===== src/design/npg_pkg.sv =====
`timescale 1ns / 1ps

package npg_pkg;

  localparam int MAX_LEN_DEF = 8;

  localparam int LEN_W  = 4;
  localparam int ELEM_W = 4;
  localparam int POS_W  = 3;

  localparam logic [LEN_W-1:0] LEN_RESET = 4'd4;

  typedef struct packed {
    logic init;
    logic we;
  } npg_wr_t;

endpackage


===== src/design/npg_store.sv =====
`timescale 1ns / 1ps

module npg_store #(
  parameter int MAX_LEN = npg_pkg::MAX_LEN_DEF
) (
  input  logic                           clk,
  input  logic                           rst_n,
  input  npg_pkg::npg_wr_t               wr,
  input  logic [$clog2(MAX_LEN)-1:0]     waddr,
  input  logic [$clog2(MAX_LEN+1)-1:0]   wdata,
  input  logic [$clog2(MAX_LEN)-1:0]     raddr,
  output logic [$clog2(MAX_LEN+1)-1:0]   rdata
);

  localparam int CW = $clog2(MAX_LEN + 1);

  logic [CW-1:0] mem_r [MAX_LEN];

  always_ff @(posedge clk) begin
    if (!rst_n || wr.init) begin
      for (int k = 0; k < MAX_LEN; k++) begin
        mem_r[k] <= CW'(k + 1);
      end
    end else if (wr.we) begin
      mem_r[waddr] <= wdata;
    end
  end

  assign rdata = mem_r[raddr];

endmodule


===== src/design/next_permutation_generator.sv =====
`timescale 1ns / 1ps
// channel  direction  handshake          payload
// in       input      in_valid/in_stall  in_restart
// out      output     out_valid/out_stall out_element, out_position, out_last_of_perm,
//                                        out_final_perm, out_exhausted
// cfg      input      cfg_valid/cfg_ready cfg_data (perm_length)
//
// A restart reloads the identity; a request after the last permutation yields an
// exhausted result; other requests scan for the pivot, emit, then, unless final, find the
// ceiling, swap and reverse the suffix, using one comparator and one store read port.
// Synchronous active-low reset loads the identity permutation and perm_length 4.
// Output stalls hold the emit sequence; in_stall is high whenever state is not idle.

module next_permutation_generator #(
  parameter int MAX_LEN = npg_pkg::MAX_LEN_DEF
) (
  input  logic                       clk,
  input  logic                       rst_n,
  input  logic                       in_valid,
  output logic                       in_stall,
  input  logic                       in_restart,
  output logic                       out_valid,
  input  logic                       out_stall,
  output logic [npg_pkg::ELEM_W-1:0] out_element,
  output logic [npg_pkg::POS_W-1:0]  out_position,
  output logic                       out_last_of_perm,
  output logic                       out_final_perm,
  output logic                       out_exhausted,
  input  logic                       cfg_valid,
  output logic                       cfg_ready,
  input  logic [npg_pkg::LEN_W-1:0]  cfg_data
);

  localparam int IW = $clog2(MAX_LEN);
  localparam int CW = $clog2(MAX_LEN + 1);

  typedef enum logic [7:0] {
    S_IDLE  = 8'b0000_0001,
    S_PIVOT = 8'b0000_0010,
    S_EMIT  = 8'b0000_0100,
    S_EXH   = 8'b0000_1000,
    S_CEIL  = 8'b0001_0000,
    S_SWAP  = 8'b0010_0000,
    S_REVA  = 8'b0100_0000,
    S_REVB  = 8'b1000_0000
  } state_t;

  state_t state_r, state_nxt;

  logic [npg_pkg::LEN_W-1:0] cfg_len_r;
  logic                      done_r, done_nxt;
  logic                      final_r, final_nxt;
  logic [CW-1:0]             n_r, n_nxt;
  logic [IW-1:0]             k_r, k_nxt;
  logic [IW-1:0]             e_r, e_nxt;
  logic [IW-1:0]             piv_r, piv_nxt;
  logic [IW-1:0]             i_r, i_nxt;
  logic [IW-1:0]             j_r, j_nxt;
  logic [CW-1:0]             prev_r, prev_nxt;
  logic [CW-1:0]             pivval_r, pivval_nxt;
  logic [CW-1:0]             tmp_r, tmp_nxt;

  logic                       out_valid_r;
  logic [npg_pkg::ELEM_W-1:0] out_element_r, out_element_nxt;
  logic [npg_pkg::POS_W-1:0]  out_position_r, out_position_nxt;
  logic                       out_last_r, out_last_nxt;
  logic                       out_final_r, out_final_nxt;
  logic                       out_exh_r, out_exh_nxt;
  logic                       out_load;
  logic                       out_free;

  npg_pkg::npg_wr_t st_wr;
  logic [IW-1:0]    st_waddr;
  logic [CW-1:0]    st_wdata;
  logic [IW-1:0]    st_raddr;
  logic [CW-1:0]    st_rdata;

  logic [CW-1:0] cmp_a, cmp_b;
  logic          cmp_lt;

  logic [CW-1:0] n_comb;
  logic [IW-1:0] n_last;
  logic          in_accept;

  npg_store #(
    .MAX_LEN(MAX_LEN)
  ) u_store (
    .clk   (clk),
    .rst_n (rst_n),
    .wr    (st_wr),
    .waddr (st_waddr),
    .wdata (st_wdata),
    .raddr (st_raddr),
    .rdata (st_rdata)
  );

  assign cmp_lt = (cmp_a < cmp_b);

  always_comb begin
    if (cfg_len_r == '0) begin
      n_comb = CW'(1);
    end else if (32'(cfg_len_r) > MAX_LEN) begin
      n_comb = CW'(MAX_LEN);
    end else begin
      n_comb = CW'(cfg_len_r);
    end
  end

  assign n_last    = IW'(n_r - CW'(1));
  assign in_stall  = (state_r != S_IDLE);
  assign cfg_ready = (state_r == S_IDLE);
  assign in_accept = in_valid && !in_stall;
  assign out_free  = !out_valid_r || !out_stall;

  always_comb begin
    state_nxt        = state_r;
    done_nxt         = done_r;
    final_nxt        = final_r;
    n_nxt            = n_r;
    k_nxt            = k_r;
    e_nxt            = e_r;
    piv_nxt          = piv_r;
    i_nxt            = i_r;
    j_nxt            = j_r;
    prev_nxt         = prev_r;
    pivval_nxt       = pivval_r;
    tmp_nxt          = tmp_r;
    st_wr            = '0;
    st_waddr         = k_r;
    st_wdata         = pivval_r;
    st_raddr         = k_r;
    cmp_a            = st_rdata;
    cmp_b            = prev_r;
    out_load         = 1'b0;
    out_element_nxt  = out_element_r;
    out_position_nxt = out_position_r;
    out_last_nxt     = out_last_r;
    out_final_nxt    = out_final_r;
    out_exh_nxt      = out_exh_r;

    case (state_r)
      S_IDLE: begin
        st_raddr = IW'(n_comb - CW'(1));
        if (in_accept) begin
          if (in_restart) begin
            st_wr.init = 1'b1;
            done_nxt   = 1'b0;
          end else if (done_r) begin
            state_nxt = S_EXH;
          end else begin
            n_nxt = n_comb;
            e_nxt = '0;
            if (n_comb == CW'(1)) begin
              final_nxt = 1'b1;
              state_nxt = S_EMIT;
            end else begin
              prev_nxt  = st_rdata;
              k_nxt     = IW'(n_comb - CW'(2));
              state_nxt = S_PIVOT;
            end
          end
        end
      end

      S_PIVOT: begin
        st_raddr = k_r;
        cmp_a    = st_rdata;
        cmp_b    = prev_r;
        if (cmp_lt) begin
          piv_nxt    = k_r;
          pivval_nxt = st_rdata;
          final_nxt  = 1'b0;
          state_nxt  = S_EMIT;
        end else begin
          prev_nxt = st_rdata;
          if (k_r == '0) begin
            final_nxt = 1'b1;
            state_nxt = S_EMIT;
          end else begin
            k_nxt = k_r - IW'(1);
          end
        end
      end

      S_EMIT: begin
        st_raddr = e_r;
        if (out_free) begin
          out_load         = 1'b1;
          out_element_nxt  = npg_pkg::ELEM_W'(st_rdata);
          out_position_nxt = npg_pkg::POS_W'(e_r);
          out_last_nxt     = (e_r == n_last);
          out_final_nxt    = final_r;
          out_exh_nxt      = 1'b0;
          if (e_r == n_last) begin
            if (final_r) begin
              done_nxt  = 1'b1;
              state_nxt = S_IDLE;
            end else begin
              k_nxt     = n_last;
              state_nxt = S_CEIL;
            end
          end else begin
            e_nxt = e_r + IW'(1);
          end
        end
      end

      S_EXH: begin
        if (out_free) begin
          out_load         = 1'b1;
          out_element_nxt  = '0;
          out_position_nxt = '0;
          out_last_nxt     = 1'b1;
          out_final_nxt    = 1'b0;
          out_exh_nxt      = 1'b1;
          state_nxt        = S_IDLE;
        end
      end

      S_CEIL: begin
        st_raddr = k_r;
        cmp_a    = pivval_r;
        cmp_b    = st_rdata;
        if (cmp_lt) begin
          st_wr.we  = 1'b1;
          st_waddr  = k_r;
          st_wdata  = pivval_r;
          tmp_nxt   = st_rdata;
          state_nxt = S_SWAP;
        end else begin
          k_nxt = k_r - IW'(1);
        end
      end

      S_SWAP: begin
        st_wr.we = 1'b1;
        st_waddr = piv_r;
        st_wdata = tmp_r;
        st_raddr = piv_r + IW'(1);
        i_nxt    = piv_r + IW'(1);
        j_nxt    = n_last;
        if ((piv_r + IW'(1)) < n_last) begin
          tmp_nxt   = st_rdata;
          state_nxt = S_REVA;
        end else begin
          state_nxt = S_IDLE;
        end
      end

      S_REVA: begin
        st_raddr  = j_r;
        st_wr.we  = 1'b1;
        st_waddr  = i_r;
        st_wdata  = st_rdata;
        state_nxt = S_REVB;
      end

      S_REVB: begin
        st_wr.we = 1'b1;
        st_waddr = j_r;
        st_wdata = tmp_r;
        st_raddr = i_r + IW'(1);
        i_nxt    = i_r + IW'(1);
        j_nxt    = j_r - IW'(1);
        if ((i_r + IW'(1)) < (j_r - IW'(1))) begin
          tmp_nxt   = st_rdata;
          state_nxt = S_REVA;
        end else begin
          state_nxt = S_IDLE;
        end
      end

      default: begin
        state_nxt = S_IDLE;
      end
    endcase
  end

  always_ff @(posedge clk) begin
    if (!rst_n) begin
      state_r     <= S_IDLE;
      cfg_len_r   <= npg_pkg::LEN_RESET;
      done_r      <= 1'b0;
      out_valid_r <= 1'b0;
    end else begin
      state_r <= state_nxt;
      done_r  <= done_nxt;
      if (cfg_valid && cfg_ready) begin
        cfg_len_r <= cfg_data;
      end
      if (out_free) begin
        out_valid_r <= out_load;
      end
    end
  end

  always_ff @(posedge clk) begin
    final_r  <= final_nxt;
    n_r      <= n_nxt;
    k_r      <= k_nxt;
    e_r      <= e_nxt;
    piv_r    <= piv_nxt;
    i_r      <= i_nxt;
    j_r      <= j_nxt;
    prev_r   <= prev_nxt;
    pivval_r <= pivval_nxt;
    tmp_r    <= tmp_nxt;
    if (out_load) begin
      out_element_r  <= out_element_nxt;
      out_position_r <= out_position_nxt;
      out_last_r     <= out_last_nxt;
      out_final_r    <= out_final_nxt;
      out_exh_r      <= out_exh_nxt;
    end
  end

  assign out_valid        = out_valid_r;
  assign out_element      = out_element_r;
  assign out_position     = out_position_r;
  assign out_last_of_perm = out_last_r;
  assign out_final_perm   = out_final_r;
  assign out_exhausted    = out_exh_r;

  a_done_after_final: assert property (@(posedge clk) disable iff (!rst_n)
    $rose(done_r) |-> (out_valid_r && out_final_r && out_last_r))
    else $error("done set without a final last result loaded");

  a_exh_result: assert property (@(posedge clk) disable iff (!rst_n)
    (out_valid_r && out_exh_r) |->
      (out_element_r == '0 && out_last_r && !out_final_r && out_position_r == '0))
    else $error("exhausted result malformed");

  a_ceil_right_of_pivot: assert property (@(posedge clk) disable iff (!rst_n)
    (state_r == S_CEIL) |-> (k_r > piv_r))
    else $error("ceiling search passed the pivot");

  a_rev_order: assert property (@(posedge clk) disable iff (!rst_n)
    (state_r == S_REVA) |-> (i_r < j_r))
    else $error("suffix reversal indices crossed");

  a_restart_clears: assert property (@(posedge clk) disable iff (!rst_n)
    (in_accept && in_restart) |=> !done_r)
    else $error("restart did not clear exhausted state");

endmodule

===== config.mk =====
export PLATFORM = sky130hd
export DESIGN_NAME = next_permutation_generator
export DESIGN_NICKNAME = d
export VERILOG_FILES = /design/src/design/npg_pkg.sv /design/src/design/npg_store.sv /design/src/design/next_permutation_generator.sv
export SDC_FILE = /design/constraint.sdc
export NUM_CORES = 1
export LEC_CHECK = 0
export BUFFER_PORTS_ARGS = -buffer_cell sky130_fd_sc_hd__clkbuf_2
export CAP_MARGIN = 25
export CORE_MARGIN = 5
export CORE_UTILIZATION = 27
export CTS_CLUSTER_DIAMETER = 30
export CTS_CLUSTER_SIZE = 14
export DETAILED_ROUTE_END_ITERATION = 10
export PLACE_DENSITY_LB_ADDON = 0.05
export SKIP_CTS_REPAIR_TIMING = 1
export SLEW_MARGIN = 40
export SYNTH_ARGS = -nofsm -noshare
export SYNTH_HDL_FRONTEND = slang
export SYNTH_SLANG_ARGS = --single-unit

===== constraint.sdc =====
create_clock -name clk -period 13.2 [get_ports clk]
set_input_delay 1.98 -clock clk [delete_from_list [all_inputs] [get_ports clk]]
set_output_delay 1.98 -clock clk [all_outputs]
set_load 0.02 [all_outputs]

### Yosys cells after proc, flatten, opt, wreduce, memory -nomap -nowiden

Memory sizes are Yosys's and may differ from the RTL's.
Index checks and enable logic that the tools add are counted.

| storage, ports and cells | value |
|---|---|
| bits in registers | 55 |
| bits in latches | 0 |
| bits in writable memories | 32 |
| memory bits (read-only) | 0 |
| input port bits | 10 |
| output and inout bits | 13 |
| word-level logic and storage cells | 185 |
| memories | 1 |

| cells by class | value |
|---|---|
| add/subtract/negate cells | 8 |
| $mul | 0 |
| divide/modulo/power cells | 0 |
| $lt $le $gt $ge | 4 |
| equality and inequality tests | 30 |
| shifts and indexed selects | 0 |
| muxes and demuxes | 91 |
| bitwise operators | 2 |
| reduce and logical (&&, ||, !) cells | 30 |

Memories:

| name | words | bits a word | rd ports | clocked after memory_dff | wr ports | RTL line | text |
|---|---|---|---|---|---|---|---|
| u_store.mem_r | 8 | 4 | 1 | 0 | 8 | npg_store.sv:17 | `logic [CW-1:0] mem_r [MAX_LEN];` |

Operators by type and width:

| operator | number |
|---|---|
| $mux 4 | 16 |
| $mux 8 | 8 |
| $pmux 8 s8 | 1 |
| $mux 3 | 19 |
| $ne 2x2->1 const B | 16 |
| $mux 1 | 27 |
| $pmux 3 s2 | 4 |
| $pmux 4 s2 | 3 |
| $reduce_and 6->1 | 4 |
| $pmux 3 s5 | 1 |
| $mux 7 | 2 |
| $pmux 1 s2 | 6 |
| $pmux 3 s4 | 1 |
| $pmux 4 s3 | 1 |
| $reduce_and 4->1 | 3 |
| $sub 3x1->3 const B | 4 |
| $reduce_and 11->1 | 1 |
| $add 3x1->3 const B | 3 |
| $pmux 3 s3 | 1 |
| $eq 8x1->1 const B | 1 |
| $eq 8x2->1 const B | 1 |
| $eq 8x3->1 const B | 1 |
| $eq 8x4->1 const B | 1 |
| $eq 8x5->1 const B | 1 |
| 27 further kinds | 39 |

### Longest topological paths before layout

Gate-level depths: netlist of the first run.
An unclocked memory read counts as a cell.

| logic depth | value |
|---|---|
| depth in word-level cells | 15 |
| gate-level depth with buffers | 22 |
| gate-level depth less buffers | 22 |

### Modules after synthesis

Synthesis of the first run repeated with hierarchy kept, for this count alone.

| second synthesis, totals | value |
|---|---|
| cell total of the unflattened synthesis | 405 |
| area total of the unflattened synthesis | 4727.0 um^2 |

By module, submodules not included:

| module | times used | cells an instance | area an instance (um^2) | sequential area each (um^2) |
|---|---|---|---|---|
| next_permutation_generator | 1 | 301 | 3175.5 | 1511.4 |
| npg_store | 1 | 104 | 1551.5 | 960.9 |

### Least setup slack after synthesis of the first run

Ideal clock, no wire load.

| timing | value |
|---|---|
| path kind | reg2reg |
| from | register state_r[2] |
| to | memory u_store.mem_r[1][0] (netlist name) (enable) |
| library setup time | 339 ps |
| arrival | 4312 ps |
| required time | 12861 ps |
| setup slack | 8549 ps |
| stages on the path, launching flop included | 17 |
| path buffers | 1 |
| clock period less this slack | 4651 ps |
| cells stage by stage | dfxtp_1 nor4_4 and4b_4 inv_6 nand4_4 mux2i_4 mux4_1 mux2i_4 nor2_1 a21oi_1 ha_1 a211o_1 or3_1 o21ai_0 buf_2 a21oi_1 a21oi_1 |

RTL lines:

| what | RTL line | text |
|---|---|---|
| start, declared | next_permutation_generator.sv:48 | `state_t state_r, state_nxt;` |
| start signal, assigned | next_permutation_generator.sv:286 | `state_r <= state_nxt;` |
| end, declared | npg_store.sv:17 |  |

==> results of run 1 <==
-- worst min-delay path, cell delays in order, from the launching register on --
cell     delay (ns)
dfxtp_1        0.31
nand2_1        0.05
a21oi_1        0.06
-- synthesized netlist by cell type, types with 3 or more instances --
cell type,instances,area [sq um]
o21ai_1,7,35.03
mux2i_4,3,67.56
xnor2_1,8,70.07
buf_2,4,20.02
and3_1,4,25.02
o211ai_1,4,30.03
and4b_1,4,40.04
ha_1,16,200.2
inv_1,14,52.55
clkbuf_1,6,22.52
o21ai_0,14,70.07
xor2_1,3,26.28
nor3_1,9,45.04
nor2_1,63,236.5
mux2i_1,12,120.1
and2_1,3,18.77
a21oi_1,29,145.1
mux4_2,4,90.09
edfxtp_1,73,2192
nand2b_1,11,68.82
nand2_1,51,191.4
a21boi_0,4,30.03
nand3_1,11,55.05
a22oi_1,11,82.58
nor2b_1,13,81.33
or2_2,3,18.77
dfxtp_1,14,280.3
o221ai_1,4,35.03
a31oi_1,4,25.02
a311oi_1,4,35.03
-- cell type report --
type	count	share of cell area, %
clock buffer	9	4.079
clock inverter	6	0.6798
inverter	16	1.178
multi-input combinational	339	41.56
sequential	87	44.78
tap	229	5.189
timing repair buffer	26	2.538
-- sequential cells by signal, indices dropped and copies added, names as in the netlist --
name              flops
piv_r                 3
state_r               8
out_last_of_perm      1
i_r                   3
out_valid             1
n_r                   3
e_r                   3
cfg_len_r             4
prev_r                4
out_element           4
final_r               1
k_r                   3
u_store.mem_r        32
tmp_r                 4
out_exhausted         1
out_final_perm        1
out_position          3
done_r                1
j_r                   3
pivval_r              4
-- power by group through the flow --
stage / clock [W] / combinational [W] / sequential [W]
after detailed placement: 0 / 0.000756 / 0.000427
after global routing: 0.000254 / 0.000828 / 0.000424
after global placement: 0 / 0.000764 / 0.000428
after floorplan: 0 / 0.000564 / 0.000408
final: 0.000237 / 0.000754 / 0.000420
after CTS: 0.000242 / 0.000757 / 0.000420
-- layer usage --
metal / wire (um) / track usage [%] / vias to the layer above
li1: - / - / 1744
met1: 7399 / 22.35 / 1788
met2: 6399 / 21.21 / 85
met3: 554 / 2.116 / 10
met4: 186 / 4.566 / 0
met5: 0 / 0 / -
-- through the flow --
stage | setup WS, ns | total power [W] | hold WS, ns | instance area [sq um] | instances
final | 7.412 | 0.001411 | 0.4650 | 5522 | 712
after detailed placement | 7.406 | 0.001182 | 0.4622 | 5259 | 697
after global routing | 6.949 | 0.001507 | 0.5065 | 5522 | 712
after floorplan | 8.549 | 0.0009718 | 0.4244 | 4872 | 453
after CTS | 7.377 | 0.001420 | 0.4725 | 5522 | 712
after global placement | 7.197 | 0.001191 | 0.4600 | 5259 | 697
-- cell families (layout without fill, tap and decap cells) --
group                    after synthesis  in the layout
AO/OA/AOI/OAI                         97             97
XOR/XNOR                              11             11
adder cells (fa/ha/maj)               16             16
buffers and inverters                 27             57
flip-flops                            87             87
multiplexers                          21             21
AND/OR/NAND/NOR                      194            194
-- final timing paths --
| path | start | end | depth (start not counted) |
|---|---|---|---|
| max | state_r[7] | u_store.mem_r[0][0] | 14 |
| min | cfg_len_r[0] | cfg_len_r[0] | 2 |
| max reg2reg | state_r[7] | u_store.mem_r[0][0] | 14 |
| min reg2reg | cfg_len_r[0] | cfg_len_r[0] | 2 |
==> run_summary.xml, run 1 <==
<?xml version="1.0" encoding="UTF-8"?>
<metrics>
  <group name="timing">
    <metric name="rsz0062_at_grt" unit="">no</metric>
    <metric name="slew_headroom" unit="%">44.41</metric>
    <metric name="tightest_slew" unit="ns">0.8282</metric>
    <metric name="report.final.hold_viol_count" unit="">0</metric>
    <metric name="finalWorstPathRequiredPeriod" unit="ns">5.788</metric>
    <metric name="timing.final.setup_violations" unit="">0</metric>
    <metric name="fin_crit_sh" unit="%">43.85</metric>
    <metric name="max_clock_freq" unit="GHz">0.1728</metric>
    <metric name="final.setup.tns" unit="ns">0</metric>
    <metric name="slew_viol_final" unit="">0</metric>
    <metric name="clock-skew-final" unit="ns">0.007810</metric>
  </group>
  <group name="place">
    <metric name="post_detail_place_hpwl" unit="um">11390</metric>
    <metric name="buffer_ports.inserted" unit="">22</metric>
    <metric name="place_congestion" unit="">0.8079</metric>
  </group>
  <group name="cts">
    <metric name="cts_root_buffer" unit="">clkbuf_16</metric>
    <metric name="cts.htree.levels" unit="">3</metric>
    <metric name="clk_latency" unit="ns">0.35</metric>
    <metric name="cts.sinks" unit="">87</metric>
    <metric name="cts_buffer_depth" unit="">2</metric>
    <metric name="cts_made_buffers" unit="">9</metric>
    <metric name="cts_tree" unit="">built</metric>
    <metric name="cts.reportedPaths.clkPinSlew" unit="ns">0.07</metric>
  </group>
  <group name="hold_path">
    <metric name="hold_path.class" unit="">reg -&gt; reg</metric>
  </group>
  <group name="floorplan">
    <metric name="dieHeight" unit="um">144.3</metric>
    <metric name="initial_utilization" unit="%">27.31</metric>
    <metric name="top_level_ports" unit="">23</metric>
    <metric name="placement_rows" unit="">49</metric>
    <metric name="floorplan.die_area" unit="sq um">20830</metric>
    <metric name="core" unit="sq um">17840</metric>
    <metric name="die_span_x" unit="um">144.3</metric>
  </group>
  <group name="setup_path">
    <metric name="worstPathRequired" unit="ns">13.20</metric>
    <metric name="crit_buf_inv" unit="">1</metric>
    <metric name="cp-end-kind" unit="">register</metric>
    <metric name="crit_path_cell_trace" unit="">nor4_4 -&gt; and4b_4 -&gt; inv_6 -&gt; nand4_4 -&gt; mux2i_4 -&gt; mux4_1 -&gt; mux2i_1 -&gt; a21oi_1 -&gt; ha_1 -&gt; a211o_1 -&gt; or3_1 -&gt; o21ai_1 -&gt; a21oi_1 -&gt; a21oi_1</metric>
    <metric name="worst-endpoint-arrival" unit="ns">5.79</metric>
    <metric name="top_delay_family_on_crit_path" unit="">compound AO/OA/AOI/OAI gates</metric>
    <metric name="timing.critical_path.from_type" unit="">register</metric>
    <metric name="slowest_stage" unit="">mux4_1</metric>
    <metric name="cpMostUsedCell" unit="">a21oi_1</metric>
    <metric name="regToRegSetupSlack" unit="ns">7.41</metric>
    <metric name="critPathMaxStageDelay" unit="ns">0.61</metric>
    <metric name="type_of_the_setup_path_with_the_least_slack" unit="">reg -&gt; reg</metric>
    <metric name="worstPathMaxFanout" unit="">14</metric>
  </group>
  <group name="pwr">
    <metric name="seq_power_share" unit="%">29.8</metric>
    <metric name="leakage" unit="nW">1.888</metric>
    <metric name="sw_frac_of_total" unit="%">44.14</metric>
    <metric name="share_comb_of_total_power" unit="%">53.4</metric>
    <metric name="p_sw" unit="W">0.0006227</metric>
    <metric name="power_per_cell_area" unit="nW/um^2">255.5</metric>
    <metric name="max-vdd-ir-drop" unit="uV">115.5</metric>
    <metric name="p_int" unit="W">0.0007882</metric>
    <metric name="clockPowerShare" unit="%">16.8</metric>
  </group>
  <group name="grt">
    <metric name="global_route.usage.total" unit="%">14.63</metric>
    <metric name="initial_antenna_violation_count" unit="">0</metric>
    <metric name="number_of_global_route_vias_before_repair" unit="">3523</metric>
    <metric name="largest_net_degree_at_the_start_of_global_routing" unit="">21</metric>
    <metric name="grt_first_pass_wirelength" unit="um">22400</metric>
    <metric name="global_route.overflow_total" unit="">0</metric>
  </group>
  <group name="detailed_routing">
    <metric name="overall_routed_net_length" unit="um">14540</metric>
    <metric name="drcViolationCount" unit="">0</metric>
    <metric name="routed_via_count" unit="">3627</metric>
    <metric name="dr.first_iter.drc_count" unit="">286</metric>
    <metric name="number_of_search_and_repair_iterations_in_the_first_detailed_routing_pass" unit="">5</metric>
    <metric name="post_drt_via_cell_ratio" unit="">5.094</metric>
    <metric name="avgRoutedWirePerCell" unit="um">20.42</metric>
    <metric name="postRouteAntennaNets" unit="">0</metric>
  </group>
  <group name="yosys">
    <metric name="ys_seq_area_share" unit="%">50.74</metric>
    <metric name="post_synth_xor_area_fraction" unit="%">1.977</metric>
    <metric name="post_synth_and_or_nand_nor_area_fraction" unit="%">20.75</metric>
    <metric name="syn_inst" unit="">453</metric>
    <metric name="synthesis.area" unit="sq um">4872</metric>
    <metric name="synthMuxAreaShare" unit="%">6.780</metric>
    <metric name="synth-seq-cells" unit="">87</metric>
    <metric name="synth-edff-count" unit="">73</metric>
    <metric name="synth_warnings" unit="">0</metric>
    <metric name="synthAdderAreaFrac" unit="%">4.109</metric>
    <metric name="ys_dominant_reg_cell" unit="">edfxtp_1</metric>
    <metric name="async_flop_share" unit="%">0</metric>
    <metric name="postSynthAreaPerCell" unit="sq um">10.76</metric>
    <metric name="synth_top_family_by_area" unit="">simple AND/OR/NAND/NOR gates</metric>
    <metric name="synth_compound_area_share" unit="%">13.35</metric>
    <metric name="synth_nets" unit="">479</metric>
    <metric name="yosys.cell_types.count" unit="">65</metric>
  </group>
  <group name="layout">
    <metric name="insertedDiodeCount" unit="">0</metric>
    <metric name="area_growth" unit="%">13.33</metric>
    <metric name="register_area" unit="sq um">2472</metric>
    <metric name="post_route_cells_drive_above_1_share" unit="%">14.08</metric>
    <metric name="fillerInstances" unit="">1856</metric>
    <metric name="multiInputGateArea" unit="sq um">2295</metric>
    <metric name="final_nets" unit="">505</metric>
    <metric name="post-route-util" unit="%">30.95</metric>
    <metric name="final_common_cell" unit="">edfxtp_1</metric>
    <metric name="most-common-layout-cells" unit="">edfxtp_1, nor2_1, nand2_1</metric>
  </group>
  <group name="outcome">
    <metric name="outcome" unit="">complete, no violations</metric>
  </group>
  <group name="run">
    <metric name="cap_violations" unit="">0</metric>
  </group>
</metrics>
Note: power is estimated with default switching activity, not from simulation.
==> run 2, diff against run 1 <==
==> constraint.sdc (replaced) <==
create_clock -name clk -period 4.8 [get_ports clk]
set_input_delay 0.72 -clock clk [delete_from_list [all_inputs] [get_ports clk]]
set_output_delay 0.72 -clock clk [all_outputs]
set_load 0.02 [all_outputs]
==> run_summary.xml, run 2 (synthesis gave the netlist of run 1 again) <==
<?xml version="1.0" encoding="UTF-8"?>
<metrics>
  <group name="layout">
    <metric name="final_common_cell" unit="">edfxtp_1</metric>
    <metric name="final_nets" unit="">556</metric>
    <metric name="registers.top_by_ff_count" unit="">u_store.mem_r</metric>
    <metric name="largest_reg_flops" unit="">32</metric>
    <metric name="insertedDiodeCount" unit="">0</metric>
    <metric name="largestRegisters" unit="">u_store.mem_r (32), state_r (8)</metric>
    <metric name="area_growth" unit="%">23.78</metric>
    <metric name="post_route_cells_drive_above_1_share" unit="%">24.86</metric>
    <metric name="most-common-layout-cells" unit="">edfxtp_1, nor2_1, buf_4</metric>
  </group>
  <group name="setup_path">
    <metric name="slowest_stage" unit="">or4_1</metric>
    <metric name="top_delay_family_on_crit_path" unit="">simple AND/OR/NAND/NOR gates</metric>
    <metric name="worst-endpoint-arrival" unit="ns">4.59</metric>
    <metric name="ff2ff_path_depth" unit="">18</metric>
    <metric name="type_of_the_setup_path_with_the_least_slack" unit="">reg -&gt; reg</metric>
    <metric name="worst_reg2reg_path_endpoint" unit="">u_store.mem_r[5][1]</metric>
    <metric name="cp-end-kind" unit="">register</metric>
    <metric name="worstPathMaxFanout" unit="">9</metric>
    <metric name="crit_path_cell_trace" unit="">or4_1 -&gt; nor3_2 -&gt; nor2b_1 -&gt; a211o_2 -&gt; mux2i_4 -&gt; buf_12 -&gt; mux4_2 -&gt; mux2i_4 -&gt; nor2_1 -&gt; a21oi_1 -&gt; ha_1 -&gt; a211o_1 -&gt; or3_1 -&gt; o21ai_0 -&gt; buf_4 -&gt; buf_4 -&gt; nor2b_2 -&gt; nand2_1</metric>
    <metric name="timing.rr.start" unit="">state_r[1]</metric>
    <metric name="worstPathRequired" unit="ns">4.90</metric>
    <metric name="timing.critical_path.from_type" unit="">register</metric>
    <metric name="critPathMaxStageDelay" unit="ns">0.62</metric>
    <metric name="crit_buf_inv" unit="">3</metric>
    <metric name="regToRegSetupSlack" unit="ns">0.30</metric>
  </group>
  <group name="detailed_routing">
    <metric name="post_drt_via_cell_ratio" unit="">4.993</metric>
    <metric name="routed_via_count" unit="">3815</metric>
    <metric name="dr.first_iter.drc_count" unit="">283</metric>
    <metric name="number_of_search_and_repair_iterations_in_the_first_detailed_routing_pass" unit="">5</metric>
    <metric name="avgRoutedWirePerCell" unit="um">19.35</metric>
    <metric name="drcViolationCount" unit="">0</metric>
    <metric name="overall_routed_net_length" unit="um">14780</metric>
    <metric name="postRouteAntennaNets" unit="">0</metric>
  </group>
  <group name="floorplan">
    <metric name="initial_utilization" unit="%">27.31</metric>
    <metric name="placement_rows" unit="">49</metric>
    <metric name="top_level_ports" unit="">23</metric>
    <metric name="floorplan.die_area" unit="sq um">20830</metric>
    <metric name="die_span_x" unit="um">144.3</metric>
    <metric name="dieHeight" unit="um">144.3</metric>
    <metric name="core" unit="sq um">17840</metric>
  </group>
  <group name="hold_path">
    <metric name="hold_path_depth" unit="">2</metric>
    <metric name="worst_min_delay_path_startpoint" unit="">cfg_len_r[0]</metric>
    <metric name="worst_hold_path.endpoint" unit="">cfg_len_r[0]</metric>
    <metric name="hold_path.class" unit="">reg -&gt; reg</metric>
  </group>
  <group name="cts">
    <metric name="cts_made_buffers" unit="">9</metric>
    <metric name="cts_root_buffer" unit="">clkbuf_16</metric>
    <metric name="cts.sinks" unit="">87</metric>
    <metric name="cts.reportedPaths.clkPinSlew" unit="ns">0.07</metric>
    <metric name="clk_latency" unit="ns">0.36</metric>
    <metric name="cts.htree.levels" unit="">3</metric>
    <metric name="cts_tree" unit="">built</metric>
    <metric name="cts_buffer_depth" unit="">2</metric>
  </group>
  <group name="pwr">
    <metric name="seq_power_share" unit="%">25.5</metric>
    <metric name="leakage" unit="nW">2.171</metric>
    <metric name="p_sw" unit="W">0.001832</metric>
    <metric name="sw_frac_of_total" unit="%">40.75</metric>
    <metric name="max-vdd-ir-drop" unit="uV">313.6</metric>
    <metric name="clockPowerShare" unit="%">17.6</metric>
    <metric name="share_comb_of_total_power" unit="%">57.0</metric>
    <metric name="power_per_cell_area" unit="nW/um^2">745.4</metric>
    <metric name="fin_total_pwr" unit="W">0.004495</metric>
    <metric name="p_int" unit="W">0.002663</metric>
  </group>
  <group name="timing">
    <metric name="report.final.hold_viol_count" unit="">0</metric>
    <metric name="hold_slack" unit="ns">0.4716</metric>
    <metric name="timing.final.setup_violations" unit="">0</metric>
    <metric name="rsz0062_at_grt" unit="">no</metric>
    <metric name="slew_headroom" unit="%">45.05</metric>
    <metric name="final.setup.tns" unit="ns">0</metric>
    <metric name="fin_crit_sh" unit="%">93.73</metric>
    <metric name="layout_setup_ws" unit="ns">0.3010</metric>
    <metric name="slew_viol_final" unit="">0</metric>
    <metric name="clock-skew-final" unit="ns">0.01052</metric>
    <metric name="finalWorstPathRequiredPeriod" unit="ns">4.499</metric>
    <metric name="tightest_slew" unit="ns">0.8187</metric>
    <metric name="max_clock_freq" unit="GHz">0.2223</metric>
  </group>
  <group name="outcome">
    <metric name="outcome" unit="">complete, no violations</metric>
  </group>
  <group name="grt">
    <metric name="largest_net_degree_at_the_start_of_global_routing" unit="">21</metric>
    <metric name="global_route.overflow_total" unit="">0</metric>
    <metric name="global_route.usage.total" unit="%">14.95</metric>
    <metric name="number_of_global_route_vias_before_repair" unit="">3760</metric>
    <metric name="initial_antenna_violation_count" unit="">0</metric>
    <metric name="grt_first_pass_wirelength" unit="um">22910</metric>
  </group>
  <group name="place">
    <metric name="post_detail_place_hpwl" unit="um">11730</metric>
    <metric name="place_congestion" unit="">0.8038</metric>
    <metric name="buffer_ports.inserted" unit="">22</metric>
    <metric name="detailedPlace.worstSlack" unit="ns">-0.008590</metric>
  </group>
  <group name="run">
    <metric name="cap_violations" unit="">0</metric>
  </group>
</metrics>
-- run 2: final cells by class --
cell class              count  area [sq um]
clock inverters             7         103.9
repair buffers             77         548.0
multi-input cells         339          2330
well taps                 229         286.5
inverters                  16         65.06
clock buffers               9         225.2
flip-flops and latches     87          2472
fillers                  1790         11810
-- run 2: how the worst max path moves through the flow --
stage,from,to,slack [ns],cells after the start
floorplan,state_r[2],u_store.mem_r[1][0],0.15,16
global placement,state_r[2],u_store.mem_r[0][2],-0.04,18
detailed placement,state_r[7],u_store.mem_r[0][2],-0.009,18
CTS,state_r[7],u_store.mem_r[0][0],-0.05,18
global route,state_r[1],u_store.mem_r[6][2],0.01,18
finish,state_r[1],u_store.mem_r[5][1],0.30,18
-- run 2: per-layer routing --
metal	up-vias	track usage (%)	share of wire, %	routed length [um]
met5	-	0	0	0
met4	0	5.400	1.5	228
met3	15	2.778	4.7	689
met2	86	22.02	44	6463
met1	1876	21.87	50	7398
li1	1838	-	-	-
-- run 2: through the flow --
stage,cell area [sq um],util [%],std cells
floorplan,4872,-,453
global placement,5639,31.61,746
detailed placement,5645,31.64,746
CTS,5974,33.49,762
global route,6031,33.80,764
finish,6031,33.80,764
-- run 2: power groups by stage --
stage | combinational (W) | clock (W) | sequential (W)
global route | 0.00281 | 0.000836 | 0.00116
floorplan | 0.00155 | 0 | 0.00112
CTS | 0.00248 | 0.000811 | 0.00115
finish | 0.00256 | 0.000791 | 0.00114
detailed placement | 0.00247 | 0 | 0.00116
global placement | 0.00247 | 0 | 0.00117
-- run 2: worst register-to-register path, cell delays in order (launching register included) --
cell,delay (ns)
dfxtp_1,0.37
or4_1,0.63
nor3_2,0.19
nor2b_1,0.16
a211o_2,0.13
mux2i_4,0.08
buf_12,0.16
mux4_2,0.45
mux2i_4,0.18
nor2_1,0.07
a21oi_1,0.13
ha_1,0.26
a211o_1,0.28
or3_1,0.31
o21ai_0,0.19
buf_4,0.17
buf_4,0.15
nor2b_2,0.26
nand2_1,0.09
==> run 3, diff against run 2 <==
--- a/config.mk
+++ b/config.mk
@@ -8,11 +8,12 @@
 export BUFFER_PORTS_ARGS = -buffer_cell sky130_fd_sc_hd__clkbuf_2
 export CAP_MARGIN = 25
 export CORE_MARGIN = 5
-export CORE_UTILIZATION = 27
+export CORE_UTILIZATION = 56
 export CTS_CLUSTER_DIAMETER = 30
 export CTS_CLUSTER_SIZE = 14
 export DETAILED_ROUTE_END_ITERATION = 10
 export PLACE_DENSITY_LB_ADDON = 0.05
+export RECOVER_POWER = 100
 export SKIP_CTS_REPAIR_TIMING = 1
 export SLEW_MARGIN = 40
 export SYNTH_ARGS = -nofsm -noshare
==> run_summary.xml, run 3 (synthesis gave the netlist of run 1 again) <==
<?xml version="1.0" encoding="UTF-8"?>
<metrics>
  <group name="setup_path">
    <metric name="critPathMaxStageDelay" unit="ns">0.42</metric>
    <metric name="crit_path_cell_trace" unit="">nor4_4 -&gt; buf_4 -&gt; nand4b_2 -&gt; nand4_4 -&gt; buf_4 -&gt; nor2_1 -&gt; a31oi_4 -&gt; buf_4 -&gt; mux4_2 -&gt; mux2i_4 -&gt; nor2_1 -&gt; a21oi_1 -&gt; ha_1 -&gt; a211o_1 -&gt; or3_1 -&gt; o21ai_2 -&gt; a21oi_2 -&gt; a21oi_2</metric>
    <metric name="worstPathMaxFanout" unit="">13</metric>
    <metric name="timing.critical_path.from_type" unit="">register</metric>
    <metric name="type_of_the_setup_path_with_the_least_slack" unit="">reg -&gt; reg</metric>
    <metric name="cp-end-kind" unit="">register</metric>
    <metric name="worstPathRequired" unit="ns">4.84</metric>
    <metric name="crit_buf_inv" unit="">3</metric>
    <metric name="slowest_stage" unit="">nor4_4</metric>
    <metric name="cpMostUsedCell" unit="">buf_4</metric>
    <metric name="top_delay_family_on_crit_path" unit="">compound AO/OA/AOI/OAI gates</metric>
    <metric name="worst-endpoint-arrival" unit="ns">4.71</metric>
  </group>
  <group name="detailed_routing">
    <metric name="overall_routed_net_length" unit="um">12780</metric>
    <metric name="routed_via_count" unit="">3882</metric>
    <metric name="postRouteAntennaNets" unit="">0</metric>
    <metric name="number_of_search_and_repair_iterations_in_the_first_detailed_routing_pass" unit="">5</metric>
    <metric name="avgRoutedWirePerCell" unit="um">20.34</metric>
    <metric name="met1_length" unit="um">5693</metric>
    <metric name="dr_wl_met2" unit="um">5743</metric>
    <metric name="dr.first_iter.drc_count" unit="">305</metric>
    <metric name="post_drt_via_cell_ratio" unit="">6.182</metric>
    <metric name="top_signal_layer_used" unit="">met4</metric>
    <metric name="drcViolationCount" unit="">0</metric>
    <metric name="met3_routed_wirelength" unit="um">1010</metric>
  </group>
  <group name="layout">
    <metric name="registers.top_by_ff_count" unit="">u_store.mem_r</metric>
    <metric name="final_nets" unit="">541</metric>
    <metric name="final-instance-count-excl-fill" unit="">628</metric>
    <metric name="largestRegisters" unit="">u_store.mem_r (32), state_r (8)</metric>
    <metric name="final_common_cell" unit="">edfxtp_1</metric>
    <metric name="area_growth" unit="%">15.54</metric>
    <metric name="insertedDiodeCount" unit="">0</metric>
    <metric name="largest_reg_flops" unit="">32</metric>
    <metric name="most-common-layout-cells" unit="">edfxtp_1, nor2_1, nand2_1</metric>
    <metric name="post_route_cells_drive_above_1_share" unit="%">22.88</metric>
  </group>
  <group name="cts">
    <metric name="cts_root_buffer" unit="">clkbuf_8</metric>
    <metric name="cts.sinks" unit="">87</metric>
    <metric name="clk_latency" unit="ns">0.36</metric>
    <metric name="cts_buffer_depth" unit="">2</metric>
    <metric name="cts_tree" unit="">built</metric>
    <metric name="cts.reportedPaths.clkPinSlew" unit="ns">0.09</metric>
    <metric name="cts.htree.levels" unit="">3</metric>
    <metric name="cts_made_buffers" unit="">9</metric>
  </group>
  <group name="timing">
    <metric name="slew_headroom" unit="%">43.14</metric>
    <metric name="slew_viol_final" unit="">0</metric>
    <metric name="fin_crit_sh" unit="%">97.18</metric>
    <metric name="final.setup.tns" unit="ns">0</metric>
    <metric name="max_clock_freq" unit="GHz">0.2144</metric>
    <metric name="finalWorstPathRequiredPeriod" unit="ns">4.664</metric>
    <metric name="clock-skew-final" unit="ns">0.01311</metric>
    <metric name="timing.final.setup_violations" unit="">0</metric>
    <metric name="tightest_slew" unit="ns">0.8472</metric>
    <metric name="report.final.hold_viol_count" unit="">0</metric>
  </group>
  <group name="run">
    <metric name="cap_violations" unit="">0</metric>
  </group>
  <group name="place">
    <metric name="numPlacedInstances" unit="">603</metric>
    <metric name="buffer_ports.inserted" unit="">22</metric>
    <metric name="place_congestion" unit="">0.9054</metric>
    <metric name="post_detail_place_hpwl" unit="um">9651</metric>
  </group>
  <group name="pwr">
    <metric name="sw_frac_of_total" unit="%">42.89</metric>
    <metric name="leakage" unit="nW">2.015</metric>
    <metric name="max-vdd-ir-drop" unit="uV">514.6</metric>
    <metric name="fin_total_pwr" unit="W">0.004218</metric>
    <metric name="clockPowerShare" unit="%">11.1</metric>
    <metric name="power_per_cell_area" unit="nW/um^2">749.2</metric>
    <metric name="seq_power_share" unit="%">27.0</metric>
    <metric name="p_sw" unit="W">0.001809</metric>
    <metric name="share_comb_of_total_power" unit="%">61.9</metric>
    <metric name="p_int" unit="W">0.002409</metric>
  </group>
  <group name="floorplan">
    <metric name="core" unit="sq um">8593</metric>
    <metric name="placement_rows" unit="">34</metric>
    <metric name="top_level_ports" unit="">23</metric>
    <metric name="dieHeight" unit="um">103.3</metric>
    <metric name="floorplan.die_area" unit="sq um">10670</metric>
    <metric name="die_span_x" unit="um">103.3</metric>
    <metric name="initial_utilization" unit="%">56.70</metric>
  </group>
  <group name="hold_path">
    <metric name="hold_path.class" unit="">reg -&gt; reg</metric>
  </group>
  <group name="grt">
    <metric name="largest_net_degree_at_the_start_of_global_routing" unit="">21</metric>
    <metric name="grt_first_pass_wirelength" unit="um">19580</metric>
    <metric name="initial_antenna_violation_count" unit="">0</metric>
    <metric name="number_of_global_route_vias_before_repair" unit="">3623</metric>
    <metric name="global_route.overflow_total" unit="">0</metric>
    <metric name="global_route.usage.total" unit="%">24.78</metric>
  </group>
  <group name="outcome">
    <metric name="outcome" unit="">complete, no violations</metric>
  </group>
</metrics>
==> run 3: cell types whose count changed in the layout (fill, tap and decap cells not counted), moves of 2 or more <==
cell / previous run / this run
buf_4: 53 / 38
clkbuf_16: 9 / 0
clkbuf_8: 0 / 9
bufinv_16: 2 / 0
clkinv_1: 0 / 2
mux2i_1: 12 / 10
nor2b_4: 1 / 3
==> run 3: power by group through the flow <==
stage	clock network, W	registers (W)	logic [W]
after floorplan	0	0.00112	0.00155
after global placement	0	0.00116	0.00230
after detailed placement	0	0.00116	0.00234
after CTS	0.000469	0.00114	0.00235
after global routing	0.000499	0.00115	0.00282
final	0.000467	0.00114	0.00261
==> run 3: layout make-up <==
class / instances / area [sq um]
timing repair buffer: 62 / 419.2
sequential: 87 / 2472
fill: 681 / 2964
clock inverter: 7 / 47.55
multi-input combinational: 339 / 2366
tap: 108 / 135.1
inverter: 16 / 65.06
clock buffer: 9 / 123.9
==> run 3: metal layers <==
metal  GRT usage, %  vias up
li1               -     1818
met1          36.28     1836
met2          37.84      204
met3          3.219       24
met4          9.263        0
met5              0        -
==> run 3: stage by stage <==
step                      worst slack, ns  util, %  hold slack (ns)  area, sq um
after floorplan                    0.1486        -           0.4244         4872
after global placement            0.02196    61.72           0.4459         5304
after detailed placement         -0.03751    61.84           0.4560         5314
after CTS                        -0.04240    63.83           0.4690         5485
after global routing             -0.09482    65.51           0.4941         5629
final                              0.1355    65.51           0.4695         5629
==> run 3: final timing paths <==
| path | from | to | slack [ns] | cells after the start |
|---|---|---|---|---|
| setup reg to reg | state_r[5] | u_store.mem_r[3][2] | 0.14 | 18 |
| hold reg to reg | cfg_len_r[0] | cfg_len_r[0] | 0.47 | 2 |
| setup / recovery | state_r[5] | u_store.mem_r[3][2] | 0.14 | 18 |
| hold / removal | cfg_len_r[0] | cfg_len_r[0] | 0.47 | 2 |
==> run 3: worst min-delay path: cells and delay by family (launching register included) <==
kind,cells,cell delay (ns)
flops,1,0.32
simple gates,1,0.05
compound gates,1,0.05
